File: src/rtl/core/qcph_pkg.sv
`timescale 1ns / 1ps
`default_nettype none
// ----------------------------------------------------------------------------
// qcph_pkg
// shared types, keyword tables and word parsing helpers for the query
// classifier and partition hash
// ----------------------------------------------------------------------------
package qcph_pkg;

    // partition width, 1..32; the result port carries 16 bits of it
    localparam int PARTITION_BITS = 16;
    localparam int PART_PORT_W    = 16;
    localparam int HASH_W         = PART_PORT_W;
    localparam int PART_W         = (PARTITION_BITS < PART_PORT_W) ? PARTITION_BITS
                                                                   : PART_PORT_W;
    localparam logic [HASH_W-1:0] PART_MASK = HASH_W'((64'd1 << PART_W) - 64'd1);

    // fnv-1a 64-bit constants; only the low bits reach the result, and low
    // product bits depend only on low operand bits
    localparam logic [63:0] FNV_BASIS_FULL = 64'hcbf29ce484222325;
    localparam logic [63:0] FNV_PRIME_FULL = 64'h00000100000001b3;
    localparam logic [HASH_W-1:0] FNV_BASIS = FNV_BASIS_FULL[HASH_W-1:0];
    localparam logic [HASH_W-1:0] FNV_PRIME = FNV_PRIME_FULL[HASH_W-1:0];

    localparam int MAX_WORD = 7;
    localparam int CHARS_W  = 8 * MAX_WORD;
    localparam int LEN_W    = 4;

    // first word codes
    localparam logic [3:0] KW_NONE    = 4'd0;
    localparam logic [3:0] KW_SHOW    = 4'd1;
    localparam logic [3:0] KW_PROFILE = 4'd4;
    localparam logic [3:0] KW_CREATE  = 4'd5;
    localparam logic [3:0] KW_ALTER   = 4'd7;
    localparam logic [3:0] KW_MERGE   = 4'd10;

    localparam int N_FIRST  = 10;
    localparam int N_SCHEMA = 5;

    typedef enum logic [1:0] {
        QC_READ  = 2'd0,
        QC_WRITE = 2'd1,
        QC_DDL   = 2'd2,
        QC_ADMIN = 2'd3
    } t_qclass;

    // one input beat
    typedef struct packed {
        logic [7:0] char_byte;
        logic       is_space_name;
        logic       last_byte;
    } t_beat;

    // word parser state
    typedef struct packed {
        logic [CHARS_W-1:0] chars;
        logic [LEN_W-1:0]   len;
        logic               too_long;
        logic [1:0]         seen;
        logic [3:0]         first;
        logic               schema;
    } t_pstate;

    localparam t_pstate PSTATE_RESET = '{
        chars: '0, len: '0, too_long: 1'b0, seen: 2'd0, first: KW_NONE, schema: 1'b0
    };

    // keywords packed oldest char high, in code order SHOW..MERGE
    localparam logic [CHARS_W-1:0] FIRST_KW [N_FIRST] = '{
        56'h0000_0053484F57,     // show
        56'h0000_0000555345,     // use
        56'h4558504C41494E,      // explain
        56'h50524F46494C45,      // profile
        56'h00_435245415445,     // create
        56'h0000_0044524F50,     // drop
        56'h0000_414C544552,     // alter
        56'h0000_0000534554,     // set
        56'h00_44454C455445,     // delete
        56'h0000_4D45524745      // merge
    };
    localparam logic [LEN_W-1:0] FIRST_LEN [N_FIRST] = '{
        4'd4, 4'd3, 4'd7, 4'd7, 4'd6, 4'd4, 4'd5, 4'd3, 4'd6, 4'd5
    };

    localparam logic [CHARS_W-1:0] SCHEMA_KW [N_SCHEMA] = '{
        56'h0000_5350414345,     // space
        56'h0000_0000544147,     // tag
        56'h0000_0045444745,     // edge
        56'h0000_494E444558,     // index
        56'h0000_4C4142454C      // label
    };
    localparam logic [LEN_W-1:0] SCHEMA_LEN [N_SCHEMA] = '{
        4'd5, 4'd3, 4'd4, 4'd5, 4'd5
    };

    function automatic logic is_ws(input logic [7:0] c);
        return (c == 8'h20) || ((c >= 8'h09) && (c <= 8'h0D));
    endfunction

    function automatic logic kw_match(input t_pstate s, input logic [CHARS_W-1:0] kw,
                                      input logic [LEN_W-1:0] n);
        return !s.too_long && (s.len == n) && (s.chars == kw);
    endfunction

    // add one non-separator query char to the word in progress
    function automatic t_pstate append_char(input t_pstate s, input logic [7:0] c);
        t_pstate    r;
        logic [7:0] u;
        r = s;
        u = c;
        if ((c >= 8'h61) && (c <= 8'h7A)) begin
            u = c - 8'h20;
        end
        if (s.seen < 2'd2) begin
            if (s.len < LEN_W'(MAX_WORD)) begin
                r.chars = {s.chars[CHARS_W-9:0], u};
                r.len   = s.len + LEN_W'(1);
            end else begin
                r.too_long = 1'b1;
            end
        end
        return r;
    endfunction

    // close the word in progress and record it as first or second word
    function automatic t_pstate finish_word(input t_pstate s);
        t_pstate    r;
        logic [3:0] code;
        logic       hit;
        r    = s;
        code = KW_NONE;
        hit  = 1'b0;
        if ((s.len != '0) || s.too_long) begin
            for (int i = N_FIRST - 1; i >= 0; i--) begin
                if (kw_match(s, FIRST_KW[i], FIRST_LEN[i])) begin
                    code = 4'(i + 1);
                end
            end
            for (int i = 0; i < N_SCHEMA; i++) begin
                if (kw_match(s, SCHEMA_KW[i], SCHEMA_LEN[i])) begin
                    hit = 1'b1;
                end
            end
            if (s.seen == 2'd0) begin
                r.first = code;
            end else if (s.seen == 2'd1) begin
                r.schema = hit;
            end
            if (s.seen < 2'd2) begin
                r.seen = s.seen + 2'd1;
            end
            r.chars    = '0;
            r.len      = '0;
            r.too_long = 1'b0;
        end
        return r;
    endfunction

    function automatic t_qclass classify(input t_pstate s);
        t_qclass q;
        if (s.first inside {[KW_SHOW:KW_PROFILE]}) begin
            q = QC_ADMIN;
        end else if ((s.first inside {[KW_CREATE:KW_ALTER]}) && s.schema) begin
            q = QC_DDL;
        end else if (s.first inside {[KW_CREATE:KW_MERGE]}) begin
            q = QC_WRITE;
        end else begin
            q = QC_READ;
        end
        return q;
    endfunction

endpackage
`default_nettype wire

File: src/rtl/core/query_classify_and_partition_hash.sv
`timescale 1ns / 1ps
`default_nettype none
// ----------------------------------------------------------------------------
// query_classify_and_partition_hash
// classifies a query as read, write, ddl or admin from its first two words
// and hashes query text plus space name into a partition number
// ----------------------------------------------------------------------------
// usage
//   input channel: one byte per beat, query text first and then the space
//   name (i_is_space_name high), i_last_byte high on the final byte
//   output channel: one result per request, given for the last beat only;
//   o_done_res is always high on a result
//   latency: the result is valid the cycle after its last beat is taken
//   throughput: one beat per cycle unless a result waits with i_out_ready
//   low; the hash, the word parser and the keyword compare are all
//   combinational from the parser and hash registers to the result register
//   stall: the result register holds while i_out_ready is low; while a
//   result waits no input beat is taken, whatever its kind, and a beat is
//   taken in the same cycle the waiting result leaves
//   reset: synchronous, active low; hash back to the fnv basis, parser
//   cleared, result register empty. after each last beat the hash and
//   parser restart the same way, so requests follow back to back
// ----------------------------------------------------------------------------
module query_classify_and_partition_hash (
    input  wire logic        i_clk,
    input  wire logic        i_rst_n,
    // input beats
    input  wire logic        i_in_valid,
    output logic             o_in_ready,
    input  wire logic [7:0]  i_char_byte,
    input  wire logic        i_is_space_name,
    input  wire logic        i_last_byte,
    // results
    output logic             o_out_valid,
    input  wire logic        i_out_ready,
    output logic [1:0]       o_query_class,
    output logic [15:0]      o_partition,
    output logic             o_done_res
);

    qcph_pkg::t_beat             w_beat;
    logic                        w_accept;
    logic                        w_load;
    qcph_pkg::t_qclass           w_class;
    logic [qcph_pkg::HASH_W-1:0] w_hash_next;

    // result register
    logic                        r_out_valid;
    logic                        n_out_valid;
    logic [1:0]                  r_class;
    logic [15:0]                 r_part;

    assign w_beat = '{
        char_byte:     i_char_byte,
        is_space_name: i_is_space_name,
        last_byte:     i_last_byte
    };

    // room when the result register is empty or being emptied this cycle
    assign o_in_ready = !r_out_valid || i_out_ready;
    assign w_accept   = i_in_valid && o_in_ready;
    assign w_load     = w_accept && i_last_byte;

    qcph_parse u_parse (
        .i_clk    (i_clk),
        .i_rst_n  (i_rst_n),
        .i_accept (w_accept),
        .i_beat   (w_beat),
        .o_class  (w_class)
    );

    qcph_hash u_hash (
        .i_clk       (i_clk),
        .i_rst_n     (i_rst_n),
        .i_accept    (w_accept),
        .i_beat      (w_beat),
        .o_hash_next (w_hash_next)
    );

    always_comb begin
        if (w_load) begin
            n_out_valid = 1'b1;
        end else if (i_out_ready) begin
            n_out_valid = 1'b0;
        end else begin
            n_out_valid = r_out_valid;
        end
    end

    always_ff @(posedge i_clk) begin
        if (!i_rst_n) begin
            r_out_valid <= 1'b0;
        end else begin
            r_out_valid <= n_out_valid;
        end
    end

    // payload, no reset needed
    always_ff @(posedge i_clk) begin
        if (w_load) begin
            r_class <= w_class;
            r_part  <= w_hash_next & qcph_pkg::PART_MASK;
        end
    end

    assign o_out_valid   = r_out_valid;
    assign o_query_class = r_class;
    assign o_partition   = r_part;
    assign o_done_res    = 1'b1;

`ifndef SYNTHESIS
    a_result_follows_last: assert property (@(posedge i_clk) disable iff (!i_rst_n)
        w_load |=> o_out_valid)
        else $error("no result after last beat");

    a_no_spurious_result: assert property (@(posedge i_clk) disable iff (!i_rst_n)
        (!w_load && (!o_out_valid || i_out_ready)) |=> !o_out_valid)
        else $error("result without a last beat");

    a_no_overwrite: assert property (@(posedge i_clk) disable iff (!i_rst_n)
        (o_out_valid && !i_out_ready) |-> !w_accept)
        else $error("beat taken while a result is stuck");
`endif

endmodule
`default_nettype wire

File: src/rtl/core/qcph_parse.sv
`timescale 1ns / 1ps
`default_nettype none
// ----------------------------------------------------------------------------
// qcph_parse
// splits query bytes into words, keeps the first two and gives the query
// class for the beat that ends a request
// ----------------------------------------------------------------------------
module qcph_parse (
    input  wire logic             i_clk,
    input  wire logic             i_rst_n,
    input  wire logic             i_accept,
    input  wire qcph_pkg::t_beat  i_beat,
    output qcph_pkg::t_qclass     o_class
);

    qcph_pkg::t_pstate r_state;
    qcph_pkg::t_pstate n_state;
    qcph_pkg::t_pstate w_step;
    qcph_pkg::t_pstate w_end;
    logic              w_sep;

    // space-name bytes and whitespace both close the current word
    always_comb begin
        w_sep  = i_beat.is_space_name || qcph_pkg::is_ws(i_beat.char_byte);
        w_step = w_sep ? r_state : qcph_pkg::append_char(r_state, i_beat.char_byte);
        w_end  = qcph_pkg::finish_word(w_step);
        if (i_beat.last_byte) begin
            n_state = qcph_pkg::PSTATE_RESET;
        end else begin
            n_state = w_sep ? w_end : w_step;
        end
        o_class = qcph_pkg::classify(w_end);
    end

    always_ff @(posedge i_clk) begin
        if (!i_rst_n) begin
            r_state <= qcph_pkg::PSTATE_RESET;
        end else if (i_accept) begin
            r_state <= n_state;
        end
    end

`ifndef SYNTHESIS
    a_clear_after_last: assert property (@(posedge i_clk) disable iff (!i_rst_n)
        (i_accept && i_beat.last_byte) |=> (r_state == qcph_pkg::PSTATE_RESET))
        else $error("parser state not cleared after last beat");
`endif

endmodule
`default_nettype wire

File: src/rtl/core/qcph_hash.sv
`timescale 1ns / 1ps
`default_nettype none
// ----------------------------------------------------------------------------
// qcph_hash
// fnv-1a running hash over every byte, low bits only, restarting after
// the last beat of each request
// ----------------------------------------------------------------------------
module qcph_hash (
    input  wire logic                        i_clk,
    input  wire logic                        i_rst_n,
    input  wire logic                        i_accept,
    input  wire qcph_pkg::t_beat             i_beat,
    output logic [qcph_pkg::HASH_W-1:0]      o_hash_next
);

    logic [qcph_pkg::HASH_W-1:0]   r_hash;
    logic [qcph_pkg::HASH_W-1:0]   n_hash;
    logic [qcph_pkg::HASH_W-1:0]   w_mix;
    logic [2*qcph_pkg::HASH_W-1:0] w_prod;

    // byte is sign-extended before the xor
    always_comb begin
        w_mix       = r_hash ^ {{(qcph_pkg::HASH_W-8){i_beat.char_byte[7]}},
                                i_beat.char_byte};
        w_prod      = w_mix * {{qcph_pkg::HASH_W{1'b0}}, qcph_pkg::FNV_PRIME};
        o_hash_next = w_prod[qcph_pkg::HASH_W-1:0];
        n_hash      = i_beat.last_byte ? qcph_pkg::FNV_BASIS : o_hash_next;
    end

    always_ff @(posedge i_clk) begin
        if (!i_rst_n) begin
            r_hash <= qcph_pkg::FNV_BASIS;
        end else if (i_accept) begin
            r_hash <= n_hash;
        end
    end

`ifndef SYNTHESIS
    a_basis_after_last: assert property (@(posedge i_clk) disable iff (!i_rst_n)
        (i_accept && i_beat.last_byte) |=> (r_hash == qcph_pkg::FNV_BASIS))
        else $error("hash not restarted after last beat");
`endif

endmodule
`default_nettype wire

File: config.mk
export PLATFORM = sky130hd
export DESIGN_NAME = query_classify_and_partition_hash
export DESIGN_NICKNAME = d
export VERILOG_FILES = /design/src/rtl/core/qcph_pkg.sv /design/src/rtl/core/query_classify_and_partition_hash.sv /design/src/rtl/core/qcph_parse.sv /design/src/rtl/core/qcph_hash.sv
export SDC_FILE = /design/constraint.sdc
export NUM_CORES = 1
export LEC_CHECK = 0
export BUFFER_PORTS_ARGS = -buffer_cell sky130_fd_sc_hd__buf_2
export CORE_MARGIN = 1
export CORE_UTILIZATION = 65
export DETAILED_ROUTE_END_ITERATION = 16
export PLACE_DENSITY = 0.83
export SYNTH_ARGS = -nofsm -noshare
export SYNTH_HDL_FRONTEND = slang
export SYNTH_HIERARCHICAL = 1
export SYNTH_SLANG_ARGS = --single-unit
export TNS_END_PERCENT = 10
File: constraint.sdc
create_clock -name i_clk -period 9.2 [get_ports i_clk]
set_clock_uncertainty 0.1 [all_clocks]
set_input_delay 1.84 -clock i_clk [delete_from_list [all_inputs] [get_ports i_clk]]
set_output_delay 1.84 -clock i_clk [all_outputs]
set_load 0.02 [all_outputs]
==> results of run 1 <==
## flip-flops by register name, summed over array words and instances (netlist names)
name,cells
u_parse/r_state,68
o_query_class,2
u_hash/r_hash,16
o_out_valid,1
o_partition,16
## cell usage in the layout (no fill, tap or decap), types with 24 or more instances in the layout
cell type	count
a21oi_1	24
a22oi_1	58
buf_2	33
dfxtp_1	85
fa_1	33
ha_1	42
inv_1	82
nand2_1	55
nor2_1	45
nor2b_1	81
nor3_1	29
## per-layer routing
layer  up-vias  GRT usage  share of wire
li1       3367          -              -
met1      3474      0.540           0.45
met2       392      0.524           0.42
met3        46     0.0893          0.095
met4         0      0.103          0.025
met5         -          0              0
## power by group through the flow
stage	Clock, uW	Combinational [uW]	Sequential, uW
after floorplan	0	1800	700
after global placement	0	2210	670
after detailed placement	0	2290	667
after CTS	421	2300	659
after global routing	440	2600	663
final	415	2310	660
## worst min-delay path by stage
stage,end,depth (start not counted),startpoint,slack [ns]
after floorplan,u_hash/r_hash[13]$_SDFFE_PN1P_,2,u_hash/r_hash[13]$_SDFFE_PN1P_,0.34
after global placement,u_parse/r_state[0]$_SDFFE_PN0P_,2,u_parse/r_state[0]$_SDFFE_PN0P_,0.37
after detailed placement,u_parse/r_state[0]$_SDFFE_PN0P_,2,u_parse/r_state[0]$_SDFFE_PN0P_,0.37
after CTS,u_hash/r_hash[13]$_SDFFE_PN1P_,2,u_hash/r_hash[13]$_SDFFE_PN1P_,0.37
after global routing,u_hash/r_hash[13]$_SDFFE_PN1P_,2,u_hash/r_hash[13]$_SDFFE_PN1P_,0.40
final,u_hash/r_hash[13]$_SDFFE_PN1P_,2,u_hash/r_hash[13]$_SDFFE_PN1P_,0.36
## final cells by class
cell class	count	area, um^2
inverter	82	308
tap	168	210
multi-input combinational	695	5360
fill	984	3460
timing repair buffer	37	195
clock inverter	5	53.8
sequential	103	2240
clock buffer	11	275
## logic make-up after synthesis
kind of cell	after synthesis
DFF	103
adders and majority gates	75
muxes	10
AOI/OAI and AO/OA	190
and+or+nand+nor	384
xor gates and xnor gates	35
other	1
buffers and inverters	137
## metrics by stage
step	util	total power (uW)	hold WS, ns	worst slack [ns]
floorplan	-	2500	0.340	3.44
global placement	0.687	2880	0.365	3.33
detailed placement	0.687	2960	0.369	3.21
CTS	0.714	3380	0.367	3.58
global route	0.714	3700	0.395	3.30
finish	0.714	3390	0.364	3.46
## worst max-delay path, cell delays in order
cell       delay (ns)
buf_2            0.19
inv_1            0.09
ha_1             0.20
nor2b_1          0.16
mux2_4           0.32
a21oi_2          0.55
buf_4            0.40
a41oi_1          0.17
a2111oi_0        1.01
a311oi_1         0.23
o21ai_1          0.34
nor3_1           0.10
a211oi_1         0.19
==> impl_metrics.yaml, run 1 <==
sta:
  finalCriticalPeriod_ns: 5.74
  hold_viol: 0
  setup_viol: 0
  finalMaxSlewViolations: 0
  rsz0062_at_grt: "no"
  tightest_slew_ns: 1.14
  fmax_mhz: 174
  tns_ns: 0
  relSlewSlack: 0.223
  fin_crit_sh: 0.624
global_routing:
  antenna_found_initial: 0
  grt_pass1_wl_um: 36400
  grt_pass1_vias: 6754
  track_usage: 0.364
  grt_max_degree: 58
  gr-total-overflow: 0
clock_tree:
  htree_levels: 3
  insertion_delay_ns: 0.37
  post-cts-setup-buffers: 0
  cts_hold_buf: 0
  clk_pin_slew_ns: 0.07
  cts_tree: "yes"
  cts_sinks: 103
  root_buffer: "clkbuf_16"
  cts_buffer_depth: 2
  cts-resized-gates: 0
  cts_made_buffers: 9
synth:
  netlist_area_um2: 8140
  synth_fp_nets: 1024
  async_flop_share: 0
  synth-simple-area-share: 0.281
  synth_top_cell_by_area: "dfxtp_1"
  yosysWarnings: 6
  postSynthAreaPerCell_um2: 8.70
  synth.most_common_cell: "dfxtp_1"
  synth-seq-cells: 103
  synth_edf_count: 18
  yosysSeqAreaShare: 0.276
  synth_xor_area_frac: 0.0377
  synth_area_leaders: "dfxtp_1 (21%), fa_1 (8.1%), edfxtp_1 (6.6%), ha_1 (6.5%), nor2b_1 (6.2%)"
  synth_compound_area_frac: 0.179
  synth_top_area_share: 0.209
  syn_inst: 935
  synthAdderAreaFrac: 0.146
  synth.top_cells.by_count: "dfxtp_1 (85), inv_1 (82), nor2b_1 (81), a22oi_1 (58), nand2_1 (55)"
  yosysUniqueCellTypes: 90
  synth_mux_area_frac: 0.0146
  ys.flop_type: "dfxtp_1"
  synth_top_family_by_area: "simple AND/OR/NAND/NOR gates"
cells_and_area:
  fin_area_um2: 8650
  diodes: 0
  fin_nets: 1017
  syn2layout_area_growth_pct: 6.29
  drive_above_1_share: 0.0900
  stdcell_count: 1101
critical_path:
  critPathLaunch: "i_char_byte[6]"
  r2r_cells: 10
  required_ns: 9.29
  endpoint_kind: "register"
  r2r_setup_slack_ns: 4.59
  cp.arrival_ns: 5.82
  crit_end: "o_query_class[0]$_DFFE_PP_"
  rr_endpoint: "o_query_class[0]$_DFFE_PP_"
  critical_path_class: "in -> reg"
  worstPathMaxFanout: 24
  worstSetupStartpointType: "primary input"
  timing.rr.start: "u_parse/r_state[8]$_SDFFE_PN0P_"
routing:
  wire_per_inst_um: 20.5
  via_per_inst: 6.61
  ant_nets: 0
  drt_iter0_markers: 945
  drc: 0
  routed_wl_um: 22600
  num_vias: 7279
  dr.pass1.iters: 6
power_and_ir_drop:
  p_seq_frac: 0.195
  intPower_uw: 1850
  p_leak_uw: 0.00328
  switching_share: 0.454
  max-vdd-ir-drop_mv: 0.857
  p_comb_frac: 0.683
  clock_power_share: 0.122
  power_density_nw_per_um2: 392
  p_sw_uw: 1540
die:
  core_area_um2: 12100
  fp.dieArea_um2: 13000
  rows: 40
  die_w_um: 114
  die_y_um: 114
  initial_utilization: 0.672
  num_io_pins: 35
placement:
  port_buffers: 33
  post_dp_cell_area_um2: 8320
  dp_hpwl_um: 16600
  gp_congestion: 0.995
  dp_cells: 1085
hold_path:
  hp-class: "reg -> reg"
status:
  outcome: "completed"
run:
  drv_cap: 0
Power figures use the tool's default switching activity.
==> run 2: changes to the inputs <==
ABC_AREA = 1   (was not set)
CORE_UTILIZATION = 64   (was 65)
PLACE_DENSITY = 0.82   (was 0.83)
clock period = 5.6 ns   (was 9.2 ns; I/O delays follow)
==> impl_metrics.yaml, run 2 <==
status:
  outcome: "completed"
placement:
  dp_hpwl_um: 21000
  port_buffers: 33
  gp_congestion: 1.05
synth:
  synth_area_leaders: "nand2_1 (26%), dfxtp_1 (17%), inv_1 (8.0%), fa_1 (6.5%), edfxtp_1 (5.4%)"
  async_flop_share: 0
  synth_edf_count: 18
  yosysWarnings: 6
  postSynthAreaPerCell_um2: 5.98
  synth-seq-cells: 103
  synth.most_common_cell: "nand2_1"
  syn_inst: 1688
  synth_top_cell_by_area: "nand2_1"
  synth_top_area_share: 0.260
  yosysUniqueCellTypes: 51
  synth_fp_nets: 1777
  yosysSeqAreaShare: 0.222
  synth.top_cells.by_count: "nand2_1 (698), inv_1 (216), nor2_1 (140), nand3_1 (103), dfxtp_1 (85)"
  ys.flop_type: "dfxtp_1"
  netlist_area_um2: 10100
hold_path:
  hp-class: "reg -> reg"
  worstHoldPathCells: 2
critical_path:
  worstSetupStartpointType: "primary input"
  critPathTopFamily: "adder cells"
  worstSetupPathDepth: 17
  cp.arrival_ns: 4.86
  path_cells: "buf_2 > xor2_1 > ha_1 > inv_1 > fa_1 > inv_1 > fa_1 > inv_1 > fa_1 > inv_1 > ha_1 > nand2_1 > nor2_1 > and3_1 > nor2_2 > nand3_1 > and2_2"
  slowest_delay_ns: 0.53
  required_ns: 5.62
  crit_buf_inv: 5
  endpoint_kind: "register"
  r2r_cells: 23
  r2r_setup_slack_ns: 1.32
  worst_path_most_repeated_cell: "inv_1"
  worstPathMaxFanout: 11
  crit_slowest_cell: "fa_1"
  critical_path_class: "in -> reg"
die:
  die_w_um: 128
  core_area_um2: 15300
  initial_utilization: 0.659
  fp.dieArea_um2: 16300
  num_io_pins: 35
  die_y_um: 128
  rows: 45
routing:
  dr.pass1.iters: 6
  drt_iter0_markers: 928
  routed_wl_um: 28800
  drc: 0
  ant_nets: 0
  num_vias: 10467
  wire_per_inst_um: 15.2
  via_per_inst: 5.51
cells_and_area:
  fin_nets: 1772
  largest_register_ff_count: 68
  final_common_cell: "nand2_1"
  drive_above_1_share: 0.0770
  diodes: 0
  syn2layout_area_growth_pct: 5.54
  most-common-layout-cells: "nand2_1 (698), inv_1 (215), nor2_1 (140)"
  largest_register: "u_parse/r_state"
clock_tree:
  post-cts-setup-buffers: 0
  cts_hold_buf: 0
  cts_made_buffers: 9
  cts_tree: "yes"
  cts_sinks: 103
  insertion_delay_ns: 0.36
  root_buffer: "clkbuf_16"
  cts-resized-gates: 0
  clk_pin_slew_ns: 0.07
  htree_levels: 3
  cts_buffer_depth: 2
sta:
  finalCriticalPeriod_ns: 4.84
  tns_ns: 0
  hold_viol: 0
  rsz0062_at_grt: "no"
  tightest_slew_ns: 0.824
  fmax_mhz: 207
  setup_viol: 0
  fin_crit_sh: 0.864
  finalMaxSlewViolations: 0
  relSlewSlack: 0.450
global_routing:
  gr-total-overflow: 0
  grt_pass1_wl_um: 47700
  grt_max_degree: 68
  antenna_found_initial: 0
  grt_pass1_vias: 9875
  track_usage: 0.369
power_and_ir_drop:
  p_leak_uw: 0.00515
  finalPower_uw: 7230
  power_density_nw_per_um2: 679
  max-vdd-ir-drop_mv: 1.94
run:
  drv_cap: 0
==> run 2: cell count changes in the layout (fill, tap and decap cells not counted), moves of 58 or more <==
cell     previous run  this run
nor2_1             45       140
a22oi_1            58         0
nor2b_1            81         0
a21oi_1            24        84
inv_1              82       215
nand3_1            22       103
nand2_1            55       698
==> run 2: kinds of logic after synthesis <==
kind of cell,synth area share
buffers and inverters,0.122
AOI/OAI and AO/OA,0.0853
xor gates and xnor gates,0.0240
adders and majority gates,0.118
and+or+nand+nor,0.428
DFF,0.222
other,0.000371
==> run 2: power breakdown <==
part	internal (uW)	switching, uW
Combinational	2020	3410
Sequential	1050	51.8
Clock	398	307
Total	3470	3770
==> run 2: through the flow <==
stage | instances | cell area [um^2] | hold slack, ns | util | setup slack (ns)
final | 1899 | 10700 | 0.368 | 0.696 | 0.760
after global routing | 1899 | 10700 | 0.380 | 0.696 | 0.552
after CTS | 1899 | 10700 | 0.369 | 0.696 | 0.748
after detailed placement | 1883 | 10300 | 0.357 | 0.674 | 0.373
after global placement | 1883 | 10300 | 0.348 | 0.674 | 0.448
after floorplan | 1688 | 10100 | 0.341 | - | 0.490
==> run 2: layout make-up <==
class,instances,area [um^2]
fill,1447,4660
clock buffer,9,225
timing repair buffer,51,338
multi-input combinational,1291,6630
inverter,227,852
clock inverter,7,103
sequential,103,2240
tap,211,264
==> run 2: per-layer routing <==
layer | GRT usage | wire, um | vias to the layer above
met2 | 0.643 | 13900 | 453
met4 | 0.215 | 1480 | 0
met5 | 0 | 0 | -
met1 | 0.437 | 11400 | 4690
met3 | 0.0494 | 2090 | 98
li1 | - | - | 5226
==> run 2: worst paths after layout <==
path,startpoint,end
worst max-delay path,i_char_byte[7],o_partition[15]$_DFFE_PP_
worst min-delay path,u_parse/r_state[4]$_SDFFE_PN0P_,u_parse/r_state[4]$_SDFFE_PN0P_
worst max register to register,u_parse/r_state[8]$_SDFFE_PN0P_,o_query_class[1]$_DFFE_PP_
worst min register to register,u_parse/r_state[4]$_SDFFE_PN0P_,u_parse/r_state[4]$_SDFFE_PN0P_
==> run 2: tightest hold or removal path: cells and delay by family (launching register included) <==
kind               cells  cell delay, ns
DFF                    1            0.31
and+or+nand+nor        1            0.06
AOI/OAI and AO/OA      1            0.05
